==> config.mk <==
export PLATFORM = sky130hd
export DESIGN_NAME = compax_bitmap_word_encoder_core
export DESIGN_NICKNAME = d
export VERILOG_FILES = /design/src/sv/cbwe_pkg.sv /design/src/sv/cbwe_step.sv /design/src/sv/cbwe_outq.sv /design/src/sv/compax_bitmap_word_encoder_core.sv
export SDC_FILE = /design/constraint.sdc
export NUM_CORES = 1
export LEC_CHECK = 0
export CAP_MARGIN = 0
export CORE_ASPECT_RATIO = 1.5
export CORE_MARGIN = 2
export CORE_UTILIZATION = 45
export CTS_CLUSTER_SIZE = 25
export DETAILED_ROUTE_END_ITERATION = 6
export DONT_BUFFER_PORTS = 1
export PLACE_DENSITY = 0.73
export SLEW_MARGIN = 20
export SYNTH_ARGS = -nofsm -noshare
export SYNTH_HDL_FRONTEND = slang
export SYNTH_SLANG_ARGS = --single-unit
export TNS_END_PERCENT = 50
==> constraint.sdc <==
create_clock -name aclk -period 7.3 [get_ports aclk]
set_clock_uncertainty 0.2 [all_clocks]
set_input_delay 0.365 -clock aclk [delete_from_list [all_inputs] [get_ports aclk]]
set_output_delay 0.365 -clock aclk [all_outputs]
set_load 0.01 [all_outputs]
==> src/sv/cbwe_pkg.sv <==
// ----------------------------------------------------------------------------
// COMPAX bitmap word encoder - package
// Shared types, codes, constants and byte helpers.
// ----------------------------------------------------------------------------
`default_nettype none

package cbwe_pkg;

    // Input item kinds (carried on s_tuser)
    localparam logic [1:0] MODE_LIT   = 2'd0;
    localparam logic [1:0] MODE_ZERO  = 2'd1;
    localparam logic [1:0] MODE_ONE   = 2'd2;
    localparam logic [1:0] MODE_FLUSH = 2'd3;

    localparam logic [31:0] FILL_MAX   = 32'h1FFF_FFFF;
    localparam logic [31:0] SHORT_LIM  = 32'h0000_0100;
    localparam logic [31:0] LFL_FLAG   = 32'h2000_0000;
    localparam logic [31:0] FLF_FLAG   = 32'h4000_0000;
    localparam logic [7:0]  BYTE_FULL  = 8'hFF;
    localparam logic [31:0] ONES_WORD  = 32'hFFFF_FFFF;
    localparam logic [31:0] FILL_ONE   = 32'h0000_0001;

    // Byte offset codes; OFF_NONE means the payload spans more than one byte
    localparam logic [2:0] OFF_NONE = 3'd4;

    typedef enum logic [5:0] {
        ST_NONE = 6'b000001,
        ST_LIT  = 6'b000010,
        ST_FILL = 6'b000100,
        ST_LF   = 6'b001000,
        ST_FL   = 6'b010000,
        ST_FLF  = 6'b100000
    } enc_state_t;

    typedef logic [2:0][31:0] word3_t;

    // Words leaving the encoder after one step, oldest in slot 0
    typedef struct packed {
        word3_t     words;
        logic [2:0] last;
        logic [1:0] count;
    } emit_t;

    function automatic logic [2:0] byte_offset(input logic [31:0] w);
        logic [30:0] v;
        logic [2:0]  off;
        v = w[30:0];
        if (v[30:8] == 23'd0) begin
            off = 3'd0;
        end else if (v[30:16] == 15'd0 && v[7:0] == 8'd0) begin
            off = 3'd1;
        end else if (v[30:24] == 7'd0 && v[15:0] == 16'd0) begin
            off = 3'd2;
        end else if (v[23:0] == 24'd0) begin
            off = 3'd3;
        end else begin
            off = OFF_NONE;
        end
        return off;
    endfunction

    function automatic logic [7:0] byte_at(input logic [31:0] w, input logic [1:0] off);
        logic [7:0] b;
        case (off)
            2'd0:    b = w[7:0];
            2'd1:    b = w[15:8];
            2'd2:    b = w[23:16];
            default: b = w[31:24];
        endcase
        return b;
    endfunction

    function automatic logic [1:0] held_need(input enc_state_t st);
        logic [1:0] n;
        case (st)
            ST_LIT, ST_FILL, ST_FLF: n = 2'd1;
            ST_LF, ST_FL:            n = 2'd2;
            default:                 n = 2'd0;
        endcase
        return n;
    endfunction

endpackage

`default_nettype wire

==> src/sv/cbwe_step.sv <==
// ----------------------------------------------------------------------------
// COMPAX bitmap word encoder - step logic
// One item applied to the held tail words: push, extend, merge and emit.
// ----------------------------------------------------------------------------
`default_nettype none

module cbwe_step (
    input  wire logic [1:0]           mode,
    input  wire logic [31:0]          word,
    input  wire cbwe_pkg::enc_state_t st,
    input  wire logic [1:0]           cnt,
    input  wire cbwe_pkg::word3_t     tail,
    output cbwe_pkg::enc_state_t      st_next,
    output logic [1:0]                cnt_next,
    output cbwe_pkg::word3_t          tail_next,
    output cbwe_pkg::emit_t           emit
);

    logic [1:0]           last_idx;
    logic [31:0]          last_w;
    logic [31:0]          last_inc;
    logic                 push_en;
    logic [31:0]          push_val;
    logic                 inc_en;
    logic                 do_lfl;
    logic                 do_flf;
    cbwe_pkg::enc_state_t s;
    cbwe_pkg::word3_t     a;
    logic [1:0]           c;
    logic [2:0]           off0;
    logic [2:0]           off1;
    logic [2:0]           off2;
    logic [31:0]          m_lfl;
    logic [31:0]          m_flf;
    logic [1:0]           need;
    logic [1:0]           n;
    logic                 is_flush;

    assign last_idx = cnt - 2'd1;
    assign last_w   = tail[last_idx];
    assign last_inc = last_w + 32'd1;
    assign is_flush = (mode == cbwe_pkg::MODE_FLUSH);

    // Decide push / increment / merge
    always_comb begin
        push_en  = 1'b0;
        push_val = cbwe_pkg::FILL_ONE;
        inc_en   = 1'b0;
        do_lfl   = 1'b0;
        do_flf   = 1'b0;
        s        = cbwe_pkg::ST_LIT;
        case (mode)
            cbwe_pkg::MODE_ONE: begin
                push_en  = 1'b1;
                push_val = cbwe_pkg::ONES_WORD;
                s        = cbwe_pkg::ST_LIT;
            end
            cbwe_pkg::MODE_ZERO: begin
                case (st)
                    cbwe_pkg::ST_LIT: begin
                        push_en = 1'b1;
                        s       = cbwe_pkg::ST_LF;
                    end
                    cbwe_pkg::ST_FILL, cbwe_pkg::ST_LF: begin
                        s = st;
                        if (cnt == 2'd0 || last_w >= cbwe_pkg::FILL_MAX) begin
                            push_en = 1'b1;
                        end else begin
                            inc_en = 1'b1;
                        end
                    end
                    cbwe_pkg::ST_FL: begin
                        push_en = 1'b1;
                        do_flf  = 1'b1;
                    end
                    cbwe_pkg::ST_FLF: begin
                        if (cnt == 2'd0 || last_w[7:0] == cbwe_pkg::BYTE_FULL) begin
                            push_en = 1'b1;
                            s       = cbwe_pkg::ST_FILL;
                        end else begin
                            inc_en = 1'b1;
                            s      = cbwe_pkg::ST_FLF;
                        end
                    end
                    default: begin
                        push_en = 1'b1;
                        s       = cbwe_pkg::ST_FILL;
                    end
                endcase
            end
            cbwe_pkg::MODE_LIT: begin
                push_en  = 1'b1;
                push_val = word;
                case (st)
                    cbwe_pkg::ST_FILL: s = cbwe_pkg::ST_FL;
                    cbwe_pkg::ST_LF:   do_lfl = 1'b1;
                    default:           s = cbwe_pkg::ST_LIT;
                endcase
            end
            default: begin
                s = cbwe_pkg::ST_NONE;
            end
        endcase
    end

    // Merged words, built from the three slots after the push
    always_comb begin
        m_lfl = {3'b000, off0[1:0], off2[1:0], 1'b0, cbwe_pkg::byte_at(a[0], off0[1:0]),
                 a[1][7:0], cbwe_pkg::byte_at(a[2], off2[1:0])} | cbwe_pkg::LFL_FLAG;
        m_flf = {3'b000, off1[1:0], 3'b000, a[0][7:0],
                 cbwe_pkg::byte_at(a[1], off1[1:0]), a[2][7:0]} | cbwe_pkg::FLF_FLAG;
    end

    assign off0 = cbwe_pkg::byte_offset(a[0]);
    assign off1 = cbwe_pkg::byte_offset(a[1]);
    assign off2 = cbwe_pkg::byte_offset(a[2]);

    // Apply push / increment, then merge
    cbwe_pkg::word3_t     pa;
    logic [1:0]           pc;

    always_comb begin
        pa = tail;
        pc = cnt;
        if (push_en && cnt != 2'd3) begin
            pa[cnt] = push_val;
            pc      = cnt + 2'd1;
        end
        if (inc_en) begin
            pa[last_idx] = last_inc;
        end
    end

    always_comb begin
        a       = pa;
        c       = pc;
        st_next = s;
        if (do_lfl) begin
            if (c != 2'd3 || a[1] >= cbwe_pkg::SHORT_LIM) begin
                st_next = cbwe_pkg::ST_LIT;
            end else if (off2 == cbwe_pkg::OFF_NONE) begin
                st_next = cbwe_pkg::ST_NONE;
            end else if (off0 == cbwe_pkg::OFF_NONE) begin
                st_next = cbwe_pkg::ST_FL;
            end else begin
                st_next = cbwe_pkg::ST_NONE;
            end
        end else if (do_flf) begin
            if (c != 2'd3) begin
                st_next = cbwe_pkg::ST_FILL;
            end else if (a[2] >= cbwe_pkg::SHORT_LIM) begin
                st_next = cbwe_pkg::ST_NONE;
            end else if (off1 == cbwe_pkg::OFF_NONE) begin
                st_next = cbwe_pkg::ST_FILL;
            end else if (a[0] >= cbwe_pkg::SHORT_LIM) begin
                st_next = cbwe_pkg::ST_LF;
            end else begin
                st_next = cbwe_pkg::ST_FLF;
            end
        end
        if (is_flush) begin
            st_next = cbwe_pkg::ST_NONE;
        end
    end

    // Merge success collapses three slots into slot 0
    logic                 lfl_ok;
    logic                 flf_ok;
    cbwe_pkg::word3_t     ma;
    logic [1:0]           mc;

    assign lfl_ok = do_lfl && pc == 2'd3 && pa[1] < cbwe_pkg::SHORT_LIM
                    && off2 != cbwe_pkg::OFF_NONE && off0 != cbwe_pkg::OFF_NONE;
    assign flf_ok = do_flf && pc == 2'd3 && pa[2] < cbwe_pkg::SHORT_LIM
                    && off1 != cbwe_pkg::OFF_NONE && pa[0] < cbwe_pkg::SHORT_LIM;

    always_comb begin
        ma = pa;
        mc = pc;
        if (lfl_ok) begin
            ma[0] = m_lfl;
            mc    = 2'd1;
        end else if (flf_ok) begin
            ma[0] = m_flf;
            mc    = 2'd1;
        end
    end

    // Emit oldest words down to the count the new state keeps
    assign need = cbwe_pkg::held_need(st_next);

    always_comb begin
        n          = (mc > need) ? (mc - need) : 2'd0;
        emit.words = ma;
        emit.last  = 3'b000;
        emit.count = n;
        cnt_next   = mc - n;
        case (n)
            2'd1:    tail_next = {ma[2], ma[2], ma[1]};
            2'd2:    tail_next = {ma[2], ma[2], ma[2]};
            default: tail_next = ma;
        endcase
        if (is_flush) begin
            emit.words = tail;
            emit.count = cnt;
            case (cnt)
                2'd1:    emit.last = 3'b001;
                2'd2:    emit.last = 3'b010;
                2'd3:    emit.last = 3'b100;
                default: emit.last = 3'b000;
            endcase
            cnt_next  = 2'd0;
            tail_next = tail;
        end
    end

endmodule

`default_nettype wire

==> src/sv/cbwe_outq.sv <==
// ----------------------------------------------------------------------------
// COMPAX bitmap word encoder - result queue
// Holds up to three finished words and hands them out one per transfer.
// ----------------------------------------------------------------------------
`default_nettype none

module cbwe_outq (
    input  wire logic            aclk,
    input  wire logic            aresetn,
    input  wire logic            load,
    input  wire cbwe_pkg::emit_t emit,
    output logic                 load_ok,
    output logic                 m_tvalid,
    input  wire logic            m_tready,
    output logic [31:0]          m_tdata,
    output logic                 m_tlast
);

    cbwe_pkg::word3_t pend_words_reg;
    cbwe_pkg::word3_t pend_words_next;
    logic [2:0]       pend_last_reg;
    logic [2:0]       pend_last_next;
    logic [1:0]       pend_cnt_reg;
    logic [1:0]       pend_cnt_next;
    logic             pop;

    assign m_tvalid = (pend_cnt_reg != 2'd0);
    assign m_tdata  = pend_words_reg[0];
    assign m_tlast  = pend_last_reg[0];
    assign pop      = m_tvalid && m_tready;
    // Load only when the queue is, or is about to be, empty
    assign load_ok  = (pend_cnt_reg == 2'd0) || (pend_cnt_reg == 2'd1 && m_tready);

    always_comb begin
        pend_words_next = pend_words_reg;
        pend_last_next  = pend_last_reg;
        pend_cnt_next   = pend_cnt_reg;
        if (load) begin
            pend_words_next = emit.words;
            pend_last_next  = emit.last;
            pend_cnt_next   = emit.count;
        end else if (pop) begin
            pend_words_next = {pend_words_reg[2], pend_words_reg[2], pend_words_reg[1]};
            pend_last_next  = {1'b0, pend_last_reg[2:1]};
            pend_cnt_next   = pend_cnt_reg - 2'd1;
        end
    end

    always_ff @(posedge aclk) begin
        if (!aresetn) begin
            pend_cnt_reg <= 2'd0;
        end else begin
            pend_cnt_reg <= pend_cnt_next;
        end
    end

    always_ff @(posedge aclk) begin
        pend_words_reg <= pend_words_next;
        pend_last_reg  <= pend_last_next;
    end

endmodule

`default_nettype wire

==> src/sv/compax_bitmap_word_encoder_core.sv <==
// ----------------------------------------------------------------------------
// COMPAX bitmap word encoder core
// Compresses a stream of 31-bit bitmap chunks into COMPAX words.
// ----------------------------------------------------------------------------
// Usage:
//   Slave side takes one chunk per transfer: s_tuser = kind (literal, zero
//   fill, one fill, flush), s_tdata = literal word (used for literals only).
//   Master side gives one compressed word per transfer on m_tdata; m_tlast
//   marks the final word drained by a flush. A flush with nothing held gives
//   no transfer.
//   Timing: a chunk is registered at its input transfer and applied from the
//   input register once the result queue can take its words, which loads
//   them into the result queue; the first word then shows on m_tvalid from
//   the result queue register.
//   Throughput: one chunk per cycle while m_tready is high and each chunk
//   releases at most one word; a chunk releasing n words (up to three) holds
//   the queue until they drain, the next chunk waiting in the input register.
//   Stall: when m_tready is low the result queue holds its words, the input
//   register fills and s_tready drops; nothing is lost.
//   Reset (aresetn low, synchronous): encoder returns to the empty state,
//   queues are emptied, m_tvalid low and s_tready high on release.
// ----------------------------------------------------------------------------
`default_nettype none

module compax_bitmap_word_encoder_core (
    input  wire logic        aclk,
    input  wire logic        aresetn,
    // Input chunks
    input  wire logic        s_tvalid,
    output logic             s_tready,
    input  wire logic [31:0] s_tdata,    // [31:0] literal_word
    input  wire logic [1:0]  s_tuser,    // [1:0] mode
    // Compressed words
    output logic             m_tvalid,
    input  wire logic        m_tready,
    output logic [31:0]      m_tdata,    // [31:0] out_word
    output logic             m_tlast     // last_word
);

    // Input register
    logic                 in_valid_reg;
    logic [1:0]           in_mode_reg;
    logic [31:0]          in_word_reg;

    // Encoder state: held tail words, their count and the merge state
    cbwe_pkg::enc_state_t st_reg;
    cbwe_pkg::enc_state_t st_next;
    logic [1:0]           cnt_reg;
    logic [1:0]           cnt_next;
    cbwe_pkg::word3_t     tail_reg;
    cbwe_pkg::word3_t     tail_next;

    cbwe_pkg::emit_t      emit;
    logic                 load_ok;
    logic                 step_fire;

    // A step runs once the result queue can take all of its words
    assign step_fire = in_valid_reg && load_ok;
    assign s_tready  = !in_valid_reg || step_fire;

    cbwe_step u_step (
        .mode      (in_mode_reg),
        .word      (in_word_reg),
        .st        (st_reg),
        .cnt       (cnt_reg),
        .tail      (tail_reg),
        .st_next   (st_next),
        .cnt_next  (cnt_next),
        .tail_next (tail_next),
        .emit      (emit)
    );

    cbwe_outq u_outq (
        .aclk     (aclk),
        .aresetn  (aresetn),
        .load     (step_fire),
        .emit     (emit),
        .load_ok  (load_ok),
        .m_tvalid (m_tvalid),
        .m_tready (m_tready),
        .m_tdata  (m_tdata),
        .m_tlast  (m_tlast)
    );

    // Control state
    always_ff @(posedge aclk) begin
        if (!aresetn) begin
            in_valid_reg <= 1'b0;
            st_reg       <= cbwe_pkg::ST_NONE;
            cnt_reg      <= 2'd0;
        end else begin
            if (s_tready) begin
                in_valid_reg <= s_tvalid;
            end
            if (step_fire) begin
                st_reg  <= st_next;
                cnt_reg <= cnt_next;
            end
        end
    end

    // Payload; tail slots at or above cnt_reg are never read
    always_ff @(posedge aclk) begin
        if (s_tvalid && s_tready) begin
            in_mode_reg <= s_tuser;
            in_word_reg <= s_tdata;
        end
        if (step_fire) begin
            tail_reg <= tail_next;
        end
    end

endmodule

`default_nettype wire

Word level (Yosys, flattened, before mapping)
Index checks and enable logic that the tools add are counted.
{"block": "op_classes", "add_sub_neg": 6, "n_lt_le_gt_ge": 12, "eq_ne": 35, "muxes": 69, "n_bitwise": 1, "reduce_logical": 58}
{"op": "$mux 96", "n": 3}
{"op": "$bwmux 96", "n": 2}
{"op": "$mux 32", "n": 5}
{"op": "$demux 32 s2", "n": 2}
{"op": "$pmux 64 s2", "n": 1}
{"op": "$mux 101", "n": 1}
{"op": "$ge 32x9->1 const B", "n": 3}
{"op": "$lt 32x9->1 const B", "n": 3}
{"op": "$logic_not 24->1", "n": 3}
{"op": "$pmux 8 s3", "n": 3}
{"op": "$logic_not 23->1", "n": 3}
{"op": "$bmux 32 s2", "n": 1}
{"op": "$mux 64", "n": 1}
{"op": "$pmux 32 s2", "n": 1}
{"op": "$mux 6", "n": 10}
{"op": "$logic_not 16->1", "n": 3}
{"op": "$logic_not 15->1", "n": 3}
{"op": "$mux 3", "n": 14}
{"op": "$add 32x1->32 const B", "n": 1}
{"op": "$ge 32x29->1 const B", "n": 1}
{"op": "$logic_not 8->1", "n": 3}
{"op": "$pmux 6 s4", "n": 1}
{"op": "$logic_and 1x1->1", "n": 21}
{"op": "$logic_not 7->1", "n": 3}
{"op": "32 further kinds", "n": 89}
{"block": "totals", "ff_bits": 240, "input_bits": 38, "output_inout_bits": 35, "wordCells": 194}

Depth between registers and ports, before layout
{"block": "logic_depth", "depth_word": 31, "depth_mapped": 37, "ltp_nobuf": 28}

Hierarchy
From an unflattened synthesis, not the netlist that was laid out.
{"block": "unflattened", "hier_cells": 1640, "hier_area_um2": 16854.9}
{"module": "cbwe_step", "instances": 1, "cells_each": 1207, "area_per_inst_um2": 7991.4}
{"module": "cbwe_outq", "instances": 1, "cells_each": 260, "area_per_inst_um2": 4548.1}
{"module": "compax_bitmap_word_encoder_core", "instances": 1, "cells_each": 173, "area_per_inst_um2": 4315.4}

Worst setup path before layout
No wires, ideal clock.
{"block": "synth_timing", "path_kind": "register -> register", "start": "register cnt_reg[0]", "end": "register tail_reg[57] (netlist bit), data pin", "t_arrival_ns": 7.350, "t_required_ns": 6.968, "slack_ns": -0.382, "path_stages_with_launch": 35, "path_buffers": 9, "synth_period_minus_slack_ns": 7.682, "path_cell_list": "dfxtp_1 -> inv_2 -> buf_1 -> ha_1 -> buf_6 -> nor2b_4 -> buf_6 -> buf_4 -> a22oi_1 -> inv_2 -> ha_1 -> nand3_4 -> nor2_1 -> buf_1 -> nand4_2 -> nand3_2 -> buf_2 -> a31oi_1 -> or4_1 -> buf_2 -> a2111oi_0 -> nor2_1 -> and3_1 -> or3_1 -> ha_1 -> fa_1 -> a21oi_1 -> nand2b_1 -> inv_1 -> ha_1 -> clkbuf_1 -> nor2_1 -> nor2_1 -> clkbuf_1 -> a22o_1"}
{"block": "synth_between", "elab_chain_cells": 31, "word_cells_on_any_way": 123, "cone_classes": "4 x add/sub; 12 x order compare; 17 x eq/ne; 49 x mux; 41 x reduce/logical"}
{"item": "start: declaration", "line": "compax_bitmap_word_encoder_core.sv:48", "rtl": "logic [1:0] cnt_reg;"}
{"item": "start signal: assignment", "line": "compax_bitmap_word_encoder_core.sv:97", "rtl": "cnt_reg <= cnt_next;"}
{"item": "branches (longest 30 deep; another with $ge 32x29->1)"}
{"item": "$pmux 64 s2 (*)", "line": "cbwe_step.sv:198", "rtl": "case (n)"}
{"item": "end signal: assignment", "line": "compax_bitmap_word_encoder_core.sv:109", "rtl": "tail_reg <= tail_next;"}
{"item": "end: declaration", "line": "compax_bitmap_word_encoder_core.sv:50", "rtl": "cbwe_pkg::word3_t tail_reg;"}
Every way passes the cells marked *. The select of a mux whose other input is x is not followed.
A chain may end at the register's enable or synchronous reset.

Final worst setup path
{"block": "layout_timing", "start": "register cnt_reg[1]", "end": "register tail_reg[9] (netlist bit), data pin"}
The elaborated chain is that of the path after synthesis.

==> results.toml <==
[clocking]
insertion_delay_ns = 0.59
clockRootBuffer = "clkbuf_16"
cts.clk_slew.worst_paths_ns = 0.07
clk_path_buf_depth = 3
cts_tree = "built"
cts_inserted_buffers = 27
htreeDepth = 1
clkSinkCount = 240

[final_layout]
register_area_sq_um = 7100
multi_input_area_sq_um = 8300
drive_above_1_share_pct = 22.9
nFillCells = 3146
diodes = 0
nNetsFinal = 1934
area.growth.synth_to_final_pct = 22.4
largest_reg_flops = 96

[global_routing]
grt_antenna_before_repair = 0
grt_pass1_wl_mm = 108
grt_pass1_vias = 15100
grt_start_max_net_pins = 83
overflow = 0
track_usage_pct = 40.7

[setup_path]
endpoint_kind = "register"
critPathMaxStageDelay_ns = 0.55
cp-start-kind = "register"
r2r-start = "cnt_reg[1]"
worstReg2RegEnd = "tail_reg[9]"
reg2reg_slack_ns = 0.12
critPathSlowestCell = "o31ai_1"
cpMostUsedCell = "buf_4"
critPathMaxFanout = 20
worstRegToRegCells = 30
path_class = "register to register"
arrival_ns = 7.30
cp.required_ns = 7.42

[routing]
viasPerCell = 6.67
routed_wirelength_mm = 77.0
vias = 15800
firstDrtPassIters = 7
remaining_drc_errors = 11
wl_per_cell_um = 32.4
drtIter0Drc = 2460
ant_nets = 0

[synthesis]
yosysMostFrequentCell = "edfxtp_1"
synth-edff-count = 229
synth.top_cell.area_share_pct = 42.7
ys_seq_area_share_pct = 44.1
yosys.cell_types.count = 99
yosysTopAreaCell = "edfxtp_1"
synth.area.top_cells = "edfxtp_1 43%, nand2_1 5.0%, a21oi_1 4.4%"
postSynthAreaPerCell_sq_um = 9.57
synth_top_cells_by_count = "229 x edfxtp_1, 214 x nand2_1, 162 x nor2_1"
syn_area_sq_um = 16100
syn_inst = 1681
synth-main-ff-cell = "edfxtp_1"
synth_warnings = 0
async_flop_share_pct = 0
synth_nets = 1733
ys_ff_latch = 240

[floorplan]
die_y_um = 236
core_area_sq_um = 35200
row_count = 84
die_x_um = 158
die_area_sq_um = 37300
ios = 73
initial_core_util_pct = 45.7

[hold_path]
min_path_type = "primary input to register"
min_path_cells = 1
hold-path-endpoint = "in_word_reg[4]"
hp-start = "s_tdata[4]"

[placed_design]
hpwl_mm = 59.0
portBuffers = 0
gp_congestion = 1.05

[timing]
hold_viol = 0
max_clock_freq_ghz = 0.139
tightestPinTransition_ns = 1.18
setup_viol = 0
fin_hold_ws_ns = 0.203
drv_slew = 0
min_period_ns = 7.18
period_share_pct = 98.4
slew-limit-headroom_pct = 20.5

[pwr]
report.power.total_mw = 6.46
peakVddDrop_v = 0.000265
power.density_nw_per_um2 = 328
p_leak_nw = 7.40

[status]
outcome = "finished with violations"
failed_checks = "design-rule violations"

[run]
drv_cap = 0
power by group:
group | internal [mW] | leakage, nW | switching [mW]
clock | 0.860 | 0.446 | 0.616
sequential | 1.93 | 2.26 | 0.208
combinational | 1.05 | 4.69 | 1.79
total | 3.84 | 7.40 | 2.62
timing repair:
item | 4_1_cts | 5_1_grt
cloned | 0 | 2
gates resized for setup | 2 | 31
endpoints found under the setup margin | 64 | 66
hold endpoints to repair | 47 | 0
pin swaps | 0 | 7
setup buffers | 0 | 5
hold buffers | 38 | 0
how the worst max path moves through the flow:
stage	from	endpoint	slack (ns)	depth (start not counted)
5_1_grt	cnt_reg[1]	tail_reg[9]	-0.05	27
4_1_cts	cnt_reg[1]	tail_reg[9]	0.02	28
6_report	cnt_reg[1]	tail_reg[9]	0.12	30
3_5_place_dp	cnt_reg[1]	tail_reg[9]	-0.11	28
3_3_place_gp	cnt_reg[1]	tail_reg[37]	-0.10	29
2_1_floorplan	cnt_reg[0]	tail_reg[12]	0.04	32
area by class of cell:
class / count / share of cell area (%)
clock buffers: 33 / 3.54
clock inverters: 15 / 1.14
inverters: 27 / 0.533
multi-input cells: 1267 / 42.1
flip-flops and latches: 240 / 36.0
well taps: 473 / 3.00
repair buffers: 319 / 13.6
kinds of logic after synthesis:
family                     count (synthesis)  share of synthesized area, %
buffers and inverters                    174                          5.45
DFF                                      240                          44.1
xor gates and xnor gates                  40                          2.18
AOI/OAI and AO/OA                        493                          21.6
and+or+nand+nor                          631                          19.8
muxes                                     89                          5.70
adders and majority gates                 14                          1.13
cell usage in the layout, fill, tap and decap left out, drive strengths merged, types with 8 or more instances in the layout:
master and instances:
nor3 48, edfxtp 229, mux2i 68, a22oi 8, o311ai 10, clkbuf 35
and3 16, xor2 13, o21ai 82, ha 13, nor4 18, nor2 164
o2bb2ai 37, nand2 216, clkinv 8, a211oi 26, o211ai 14, nor4b 8
o31ai 9, or3 9, mux2 21, or2 8, a22o 25, dfxtp 11
a21oi 140, buf 279, a221oi 33, dlygate4sd3 38, nand2b 12, and4 9
a31oi 28, o21a 12, inv 28, o22ai 9, and2 34, nand3 44
xnor2 27, nand4 22
critical path: cells and delay by family, from the launching register on:
family          cells  cell delay [ns]
compound gates      9             2.54
flops               1             0.33
buf+inv            10             1.56
simple gates        7             0.99
mux                 1             0.31
fa+ha+maj           3             0.93
metal layers:
| layer | global-route usage [%] | vias to the layer above | wire length (um) |
|---|---|---|---|
| met5 | 0 | - | 0 |
| met4 | 24.6 | 0 | 6110 |
| met3 | 8.06 | 274 | 8240 |
| met2 | 60.6 | 1197 | 33200 |
| met1 | 54.4 | 7608 | 29500 |
| li1 | - | 6766 | - |
stage by stage:
step	TNS (ns)	setup WS, ns	cells	cell area (sq um)	util, %
6_report	0	0.117	2374	19700	56.0
2_1_floorplan	0	0.0362	1681	16100	-
5_1_grt	-0.0826	-0.0463	2374	19700	56.0
3_3_place_gp	-1.21	-0.103	2280	18100	51.5
3_5_place_dp	-1.95	-0.112	2281	18100	51.5
4_1_cts	0	0.0186	2367	19400	55.2
(Power assumes the default switching activity.)
